File: src/hw/rtl/mclbc_pkg.sv
`timescale 1ns / 1ps

package mclbc_pkg;

	// Register widths of the three generators
	localparam int unsigned ShortW  = 19;
	localparam int unsigned MiddleW = 22;
	localparam int unsigned LongW   = 23;
	localparam int unsigned KeyW    = ShortW + MiddleW + LongW;
	localparam int unsigned ByteW   = 8;

	// Clocking tap positions
	localparam int unsigned ShortClk  = 8;
	localparam int unsigned MiddleClk = 10;
	localparam int unsigned LongClk   = 10;

	// Generator state; the short register sits in the top bits, like the key
	typedef struct packed {
		logic [ShortW-1:0]  r_short;
		logic [MiddleW-1:0] r_middle;
		logic [LongW-1:0]   r_long;
	} lfsr_state_t;

	// Split the key: 63..45 short, 44..23 middle, 22..0 long
	function automatic lfsr_state_t load_key(input logic [KeyW-1:0] key);
		lfsr_state_t s;
		s.r_short  = key[KeyW-1 -: ShortW];
		s.r_middle = key[LongW +: MiddleW];
		s.r_long   = key[LongW-1:0];
		return s;
	endfunction

	// One majority-clocked step; feedback taps are read before the shift
	function automatic lfsr_state_t clock_once(input lfsr_state_t s);
		lfsr_state_t n;
		logic cs;
		logic cm;
		logic cl;
		logic maj;
		n   = s;
		cs  = s.r_short[ShortClk];
		cm  = s.r_middle[MiddleClk];
		cl  = s.r_long[LongClk];
		maj = (cs & cm) | (cs & cl) | (cm & cl);
		if (cs == maj) begin
			n.r_short = {s.r_short[ShortW-2:0],
				s.r_short[18] ^ s.r_short[17] ^ s.r_short[16] ^ s.r_short[13]};
		end
		if (cm == maj) begin
			n.r_middle = {s.r_middle[MiddleW-2:0], s.r_middle[21] ^ s.r_middle[20]};
		end
		if (cl == maj) begin
			n.r_long = {s.r_long[LongW-2:0],
				s.r_long[22] ^ s.r_long[21] ^ s.r_long[20] ^ s.r_long[7]};
		end
		return n;
	endfunction

	// Keystream bit: XOR of the three MSBs
	function automatic logic ks_bit(input lfsr_state_t s);
		return s.r_short[ShortW-1] ^ s.r_middle[MiddleW-1] ^ s.r_long[LongW-1];
	endfunction

endpackage

File: src/hw/rtl/mclbc_keystream.sv
`timescale 1ns / 1ps

module mclbc_keystream (
	input  logic                      clk,
	input  logic                      arst_n,
	input  logic                      advance,
	input  logic                      restart,
	input  logic [mclbc_pkg::KeyW-1:0] key,
	output logic [mclbc_pkg::ByteW-1:0] ks_byte
);
	import mclbc_pkg::*;

	lfsr_state_t lfsr_q;
	lfsr_state_t lfsr_next;

	// Run the eight steps of one byte, first keystream bit into the MSB
	always_comb begin
		lfsr_state_t st;
		st = restart ? load_key(key) : lfsr_q;
		ks_byte = '0;
		for (int i = 0; i < ByteW; i++) begin
			st = clock_once(st);
			ks_byte[3'(ByteW - 1 - i)] = ks_bit(st);
		end
		lfsr_next = st;
	end

	// Advance the generators once per byte transfer
	always_ff @(posedge clk or negedge arst_n) begin
		if (!arst_n) begin
			lfsr_q <= '0;
		end else if (advance) begin
			lfsr_q <= lfsr_next;
		end
	end

	// Generators hold between bytes
	a_hold: assert property (@(posedge clk) disable iff (!arst_n)
		!advance |=> $stable(lfsr_q))
		else $error("generator state moved without a byte");

	// An all-zero state is a fixed point without restart
	a_zero_stays: assert property (@(posedge clk) disable iff (!arst_n)
		(advance && !restart && lfsr_q == '0) |=> lfsr_q == '0)
		else $error("zero state left without restart");

	// An all-zero state gives an all-zero keystream
	a_zero_ks: assert property (@(posedge clk) disable iff (!arst_n)
		(!restart && lfsr_q == '0) |-> ks_byte == '0)
		else $error("nonzero keystream from zero state");

endmodule

File: src/hw/rtl/majority_clocked_lfsr_byte_cipher_top.sv
`timescale 1ns / 1ps

// Byte stream cipher with three majority-clocked LFSRs (19, 22, 23 bits).
// Input stream: s_axis_tdata carries the data byte, s_axis_tuser the restart
// flag; a byte with restart set reloads the generators from the key first.
// Output stream: m_axis_tdata carries the byte XOR eight keystream bits,
// the first keystream bit in bit 7.
// Key: cfg_we writes cfg_wdata into the key register; bits 63..45 load the
// short register, 44..23 the middle and 22..0 the long one. Write it only
// while no byte is in flight.
// Each byte passes the input register and then the output register: the
// input register takes the byte, then the eight generator steps run in one
// combinational pass into the output register. Throughput is one byte per
// cycle while the receiver does not stall.
// Reset clears the key and the generators; before the first restart the
// keystream is zero and bytes pass unchanged.
// When the receiver stalls the output register holds, the input register
// fills, and s_axis_tready drops until the output is taken.
module majority_clocked_lfsr_byte_cipher_top (
	input  logic        clk,
	input  logic        arst_n,
	input  logic        s_axis_tvalid,
	output logic        s_axis_tready,
	input  logic [7:0]  s_axis_tdata,   // [7:0] data_byte
	input  logic        s_axis_tuser,   // [0] restart
	output logic        m_axis_tvalid,
	input  logic        m_axis_tready,
	output logic [7:0]  m_axis_tdata,   // [7:0] cipher_byte
	input  logic        cfg_we,
	input  logic [63:0] cfg_wdata
);
	import mclbc_pkg::*;

	logic [KeyW-1:0]  key_q;
	logic             valid_s1;
	logic [ByteW-1:0] data_s1;
	logic             restart_s1;
	logic             out_valid_q;
	logic [ByteW-1:0] out_data_q;
	logic [ByteW-1:0] ks_byte;
	logic             advance;

	// Move stage 1 on when the output register is free or being taken
	assign advance       = valid_s1 && (!out_valid_q || m_axis_tready);
	assign s_axis_tready = !valid_s1 || advance;

	// Key register
	always_ff @(posedge clk or negedge arst_n) begin
		if (!arst_n) begin
			key_q <= '0;
		end else if (cfg_we) begin
			key_q <= cfg_wdata;
		end
	end

	// Input register
	always_ff @(posedge clk or negedge arst_n) begin
		if (!arst_n) begin
			valid_s1 <= 1'b0;
		end else if (s_axis_tready) begin
			valid_s1 <= s_axis_tvalid;
		end
	end

	always_ff @(posedge clk) begin
		if (s_axis_tready && s_axis_tvalid) begin
			data_s1    <= s_axis_tdata;
			restart_s1 <= s_axis_tuser;
		end
	end

	mclbc_keystream u_keystream (
		.clk     (clk),
		.arst_n  (arst_n),
		.advance (advance),
		.restart (restart_s1),
		.key     (key_q),
		.ks_byte (ks_byte)
	);

	// Output register
	always_ff @(posedge clk or negedge arst_n) begin
		if (!arst_n) begin
			out_valid_q <= 1'b0;
		end else if (advance) begin
			out_valid_q <= 1'b1;
		end else if (m_axis_tready) begin
			out_valid_q <= 1'b0;
		end
	end

	always_ff @(posedge clk) begin
		if (advance) begin
			out_data_q <= data_s1 ^ ks_byte;
		end
	end

	assign m_axis_tvalid = out_valid_q;
	assign m_axis_tdata  = out_data_q;

endmodule
File: config.mk
export PLATFORM = sky130hd
export DESIGN_NAME = majority_clocked_lfsr_byte_cipher_top
export DESIGN_NICKNAME = d
export VERILOG_FILES = /design/src/hw/rtl/mclbc_pkg.sv /design/src/hw/rtl/mclbc_keystream.sv /design/src/hw/rtl/majority_clocked_lfsr_byte_cipher_top.sv
export SDC_FILE = /design/constraint.sdc
export NUM_CORES = 1
export LEC_CHECK = 0
export BUFFER_PORTS_ARGS = -buffer_cell sky130_fd_sc_hd__buf_4
export CAP_MARGIN = 20
export CELL_PAD_IN_SITES_DETAIL_PLACEMENT = 1
export CELL_PAD_IN_SITES_GLOBAL_PLACEMENT = 2
export CORE_UTILIZATION = 42
export CTS_CLUSTER_DIAMETER = 50
export CTS_CLUSTER_SIZE = 40
export DETAILED_ROUTE_END_ITERATION = 8
export PLACE_DENSITY = 0.87
export SKIP_CTS_REPAIR_TIMING = 1
export SYNTH_ARGS = -nofsm -noshare
export SYNTH_HDL_FRONTEND = slang
export SYNTH_SLANG_ARGS = --single-unit
File: constraint.sdc
create_clock -name clk -period 11.8 [get_ports clk]
set_input_delay 0.59 -clock clk [delete_from_list [all_inputs] [get_ports clk]]
set_output_delay 0.59 -clock clk [all_outputs]
set_load 0.005 [all_outputs]
==> run_results.csv <==
group,metric,value,unit
logic_synthesis,synthFlopType,"dfrtp_1",
placement,hpwl,43.86,mm
logic_synthesis,synth_edf_count,17,
timing,slew_headroom,23.42,%
placement,gp_congestion,0.8940,
clock_tree,clk_latency,0.46,ns
worst_setup_path,r2r_setup_slack,2.02,ns
timing,finalMaxSlewViolations,0,
detailed_routing,wl_per_cell,24.44,um
worst_setup_path,endpoint_kind,"flip-flop",
global_routing,grt_pass1_wl,89.11,mm
detailed_routing,finalWirelength,57.53,mm
worst_setup_path,arrival,10.14,ns
worst_setup_path,critPathMaxStageDelay,1.08,ns
worst_setup_path,path_cells,"buf_4 > mux2i_1 > a2111oi_2 > o31ai_1 > nand3_1 > o211ai_2 > a21oi_1 > o2111a_1 > a211oi_1 > and2_1 > buf_4 > a211oi_1 > nor2_1 > o221ai_1 > a2111oi_2 > and2_1 > buf_4 > o211ai_2 > nand2_2 > o22ai_1 > a2111oi_4 > nor2_4 > mux2_2 > o21ai_0",
finish,n_antenna_cell,0,
global_routing,grt-ovfl-total,0,
finish,fin_util,46.80,%
detailed_routing,drcViolationCount,0,
timing,rsz0062_at_grt,"no",
worst_setup_path,crit_top_cell,"buf_4",
timing,finalSetupViolations,0,
worst_setup_path,reg2regPathDepth,24,
clock_tree,htree_levels,4,
clock_tree,cts_sinks,147,
timing,fin_hold_ws,0.1022,ns
hold_path,hold_class,"input port to async pin",
clock_tree,cts_buffer_depth,2,
die,dieArea,38030,um^2
worst_setup_path,rr_startpoint,"restart_s1$_DFFE_PP_",
die,start_util,42.74,%
logic_synthesis,syn_nets,1949,
flow_run,maxCapViolations,0,
worst_setup_path,worst_ep_required_time,12.16,ns
logic_synthesis,synth-seq-area-share,24.05,%
worst_setup_path,critical_path.slowest_cell,"a2111oi_4",
finish,multi_input_area,11190,um^2
clock_tree,tritoncts,"done",
detailed_routing,vias,14830,
logic_synthesis,avgSynthCellArea,8.363,um^2
detailed_routing,ant_nets,0,
finish,fillers,4381,
finish,stdcell_count,2354,
finish,final_nets,1951,
timing,post-route-period-util,82.87,%
worst_setup_path,start_kind,"flip-flop",
logic_synthesis,yosysTopAreaCell,"dfrtp_1",
logic_synthesis,synthArstFlopShare,88.44,%
placement,port_buffers,87,
placement,dp.cells,2322,
timing,worstMarginPinSlew,1.149,ns
die,die_h,195.0,um
logic_synthesis,ys_seq_elements,147,
logic_synthesis,synth_warnings,0,
global_routing,grt_util_all_layers,30.24,%
global_routing,grt_pass1_vias,15080,
logic_synthesis,synth_cells,1871,
detailed_routing,dr.pass1.iters,5,
global_routing,grt_start_max_net_pins,72,
detailed_routing,drtIter0Drc,769,
detailed_routing,avgViaCountPerCell,6.298,
worst_setup_path,path_max_fanout,30,
logic_synthesis,ys_types,104,
die,pin_count,88,
logic_synthesis,synth_area,15650,um^2
timing,finalCriticalPeriod,9.778,ns
status,status,"complete, no violations",
timing,finalSetupTns,0,ns
timing,fmax,102.3,MHz
worst_setup_path,worstSetupPathType,"flip-flop to flip-flop",
logic_synthesis,synth_top_area_share,20.79,%
global_routing,antenna_found_initial,0,
finish,drive_gt1_share,20.47,%
clock_tree,clkTransAtPathRegs,0.07,ns
timing,hold_viol_final,0,
finish,syn_to_final_growth,9.508,%
die,dieWidth,195.0,um
logic_synthesis,synth_area_leaders,"dfrtp_1, mux2i_1, mux2_2",
finish,regArea,3764,um^2
worst_setup_path,r2r_end,"u_keystream.lfsr_q[25]$_DFFE_PN0P_",
die,std_cell_rows,70,
clock_tree,cts.root.buffer_cell,"clkbuf_16",
die,coreArea,36610,um^2
clock_tree,cts_buffers,17,
timing,fin_skew,0.01496,ns
==> synth_stat cells (23+ instances only) <==
master and instances:
clkbuf_1 75, xnor2_1 52, nand3_1 27, nand2_1 207
o21ai_0 144, a211oi_1 23, xor2_1 26, nor3_1 24
buf_2 38, a21oi_1 138, mux2i_1 239, nor2_1 162
mux2_2 153, dfrtp_1 130
==> cells by family (layout without fill, tap and decap cells) <==
group	count (synthesis)	in the layout	share of synthesized area, %
AOI/OAI and AO/OA	529	529	21.82
DFF	147	147	24.05
muxes	419	419	29.32
and+or+nand+nor	537	537	15.61
xor gates and xnor gates	79	79	4.510
buffers and inverters	159	174	4.622
adders and majority gates	1	1	0.06398
==> final cells by class <==
type | instances | area share, %
clock inverters | 14 | 0.9858
inverters | 19 | 0.4162
well taps | 468 | 3.418
flip-flops and latches | 147 | 21.97
clock buffers | 18 | 2.505
repair buffers | 123 | 5.411
multi-input cells | 1565 | 65.30
==> worst max-delay path by stage <==
stage	cells past startpoint	endpoint	start	slack, ns
2_1_floorplan	25	m_axis_tdata[0]$_DFFE_PP_	restart_s1$_DFFE_PP_	5.37
3_3_place_gp	24	m_axis_tdata[0]$_DFFE_PP_	restart_s1$_DFFE_PP_	2.24
3_5_place_dp	24	m_axis_tdata[0]$_DFFE_PP_	restart_s1$_DFFE_PP_	2.23
4_1_cts	24	m_axis_tdata[0]$_DFFE_PP_	restart_s1$_DFFE_PP_	2.22
5_1_grt	24	m_axis_tdata[0]$_DFFE_PP_	restart_s1$_DFFE_PP_	1.46
6_report	24	u_keystream.lfsr_q[25]$_DFFE_PN0P_	restart_s1$_DFFE_PP_	2.02
==> cells in the final DEF (no fill, tap or decap), types with 19 or more instances in the layout <==
master | Yosys | final
xor2_1 | 26 | 26
o21ai_1 | 22 | 22
a211oi_1 | 23 | 23
dfrtp_1 | 130 | 130
buf_4 | 10 | 122
nand3_1 | 27 | 27
nor3_1 | 24 | 24
o21ai_0 | 144 | 144
nand2_1 | 207 | 206
xnor2_1 | 52 | 52
mux2_2 | 153 | 153
nor4_1 | 19 | 19
nor2_1 | 162 | 160
mux2i_1 | 239 | 238
o22ai_1 | 20 | 20
a21oi_1 | 138 | 138
==> routing by layer <==
layer,vias up,wire length [um],global-route usage [%]
li1,6926,-,-
met1,7480,26080,39.49
met2,345,27760,52.17
met3,75,2108,3.247
met4,0,1583,9.595
met5,-,0,0
==> state kept, by name, summed over array words and instances, names as in the netlist <==
name                cells
restart_s1              1
data_s1                 8
m_axis_tdata            8
valid_s1                1
key_q                  64
m_axis_tvalid           1
u_keystream.lfsr_q     64
==> worst max-delay path: cells and delay by family, from the launching register on <==
family / cells / cell delay (ns)
AOI/OAI and AO/OA: 13 / 4.92
buffers and inverters: 3 / 1.00
DFF: 1 / 0.35
muxes: 2 / 1.19
and+or+nand+nor: 6 / 2.17
==> stage by stage <==
| step | instance area, um^2 | worst slack, ns |
|---|---|---|
| after floorplan | 15650 | 5.371 |
| after global placement | 16540 | 2.241 |
| after detailed placement | 16540 | 2.230 |
| after CTS | 17130 | 2.222 |
| after global routing | 17130 | 1.459 |
| final | 17130 | 2.022 |
Power is not shown: default switching activity piles up to over one toggle a cycle in this logic, so the estimate is an artifact.
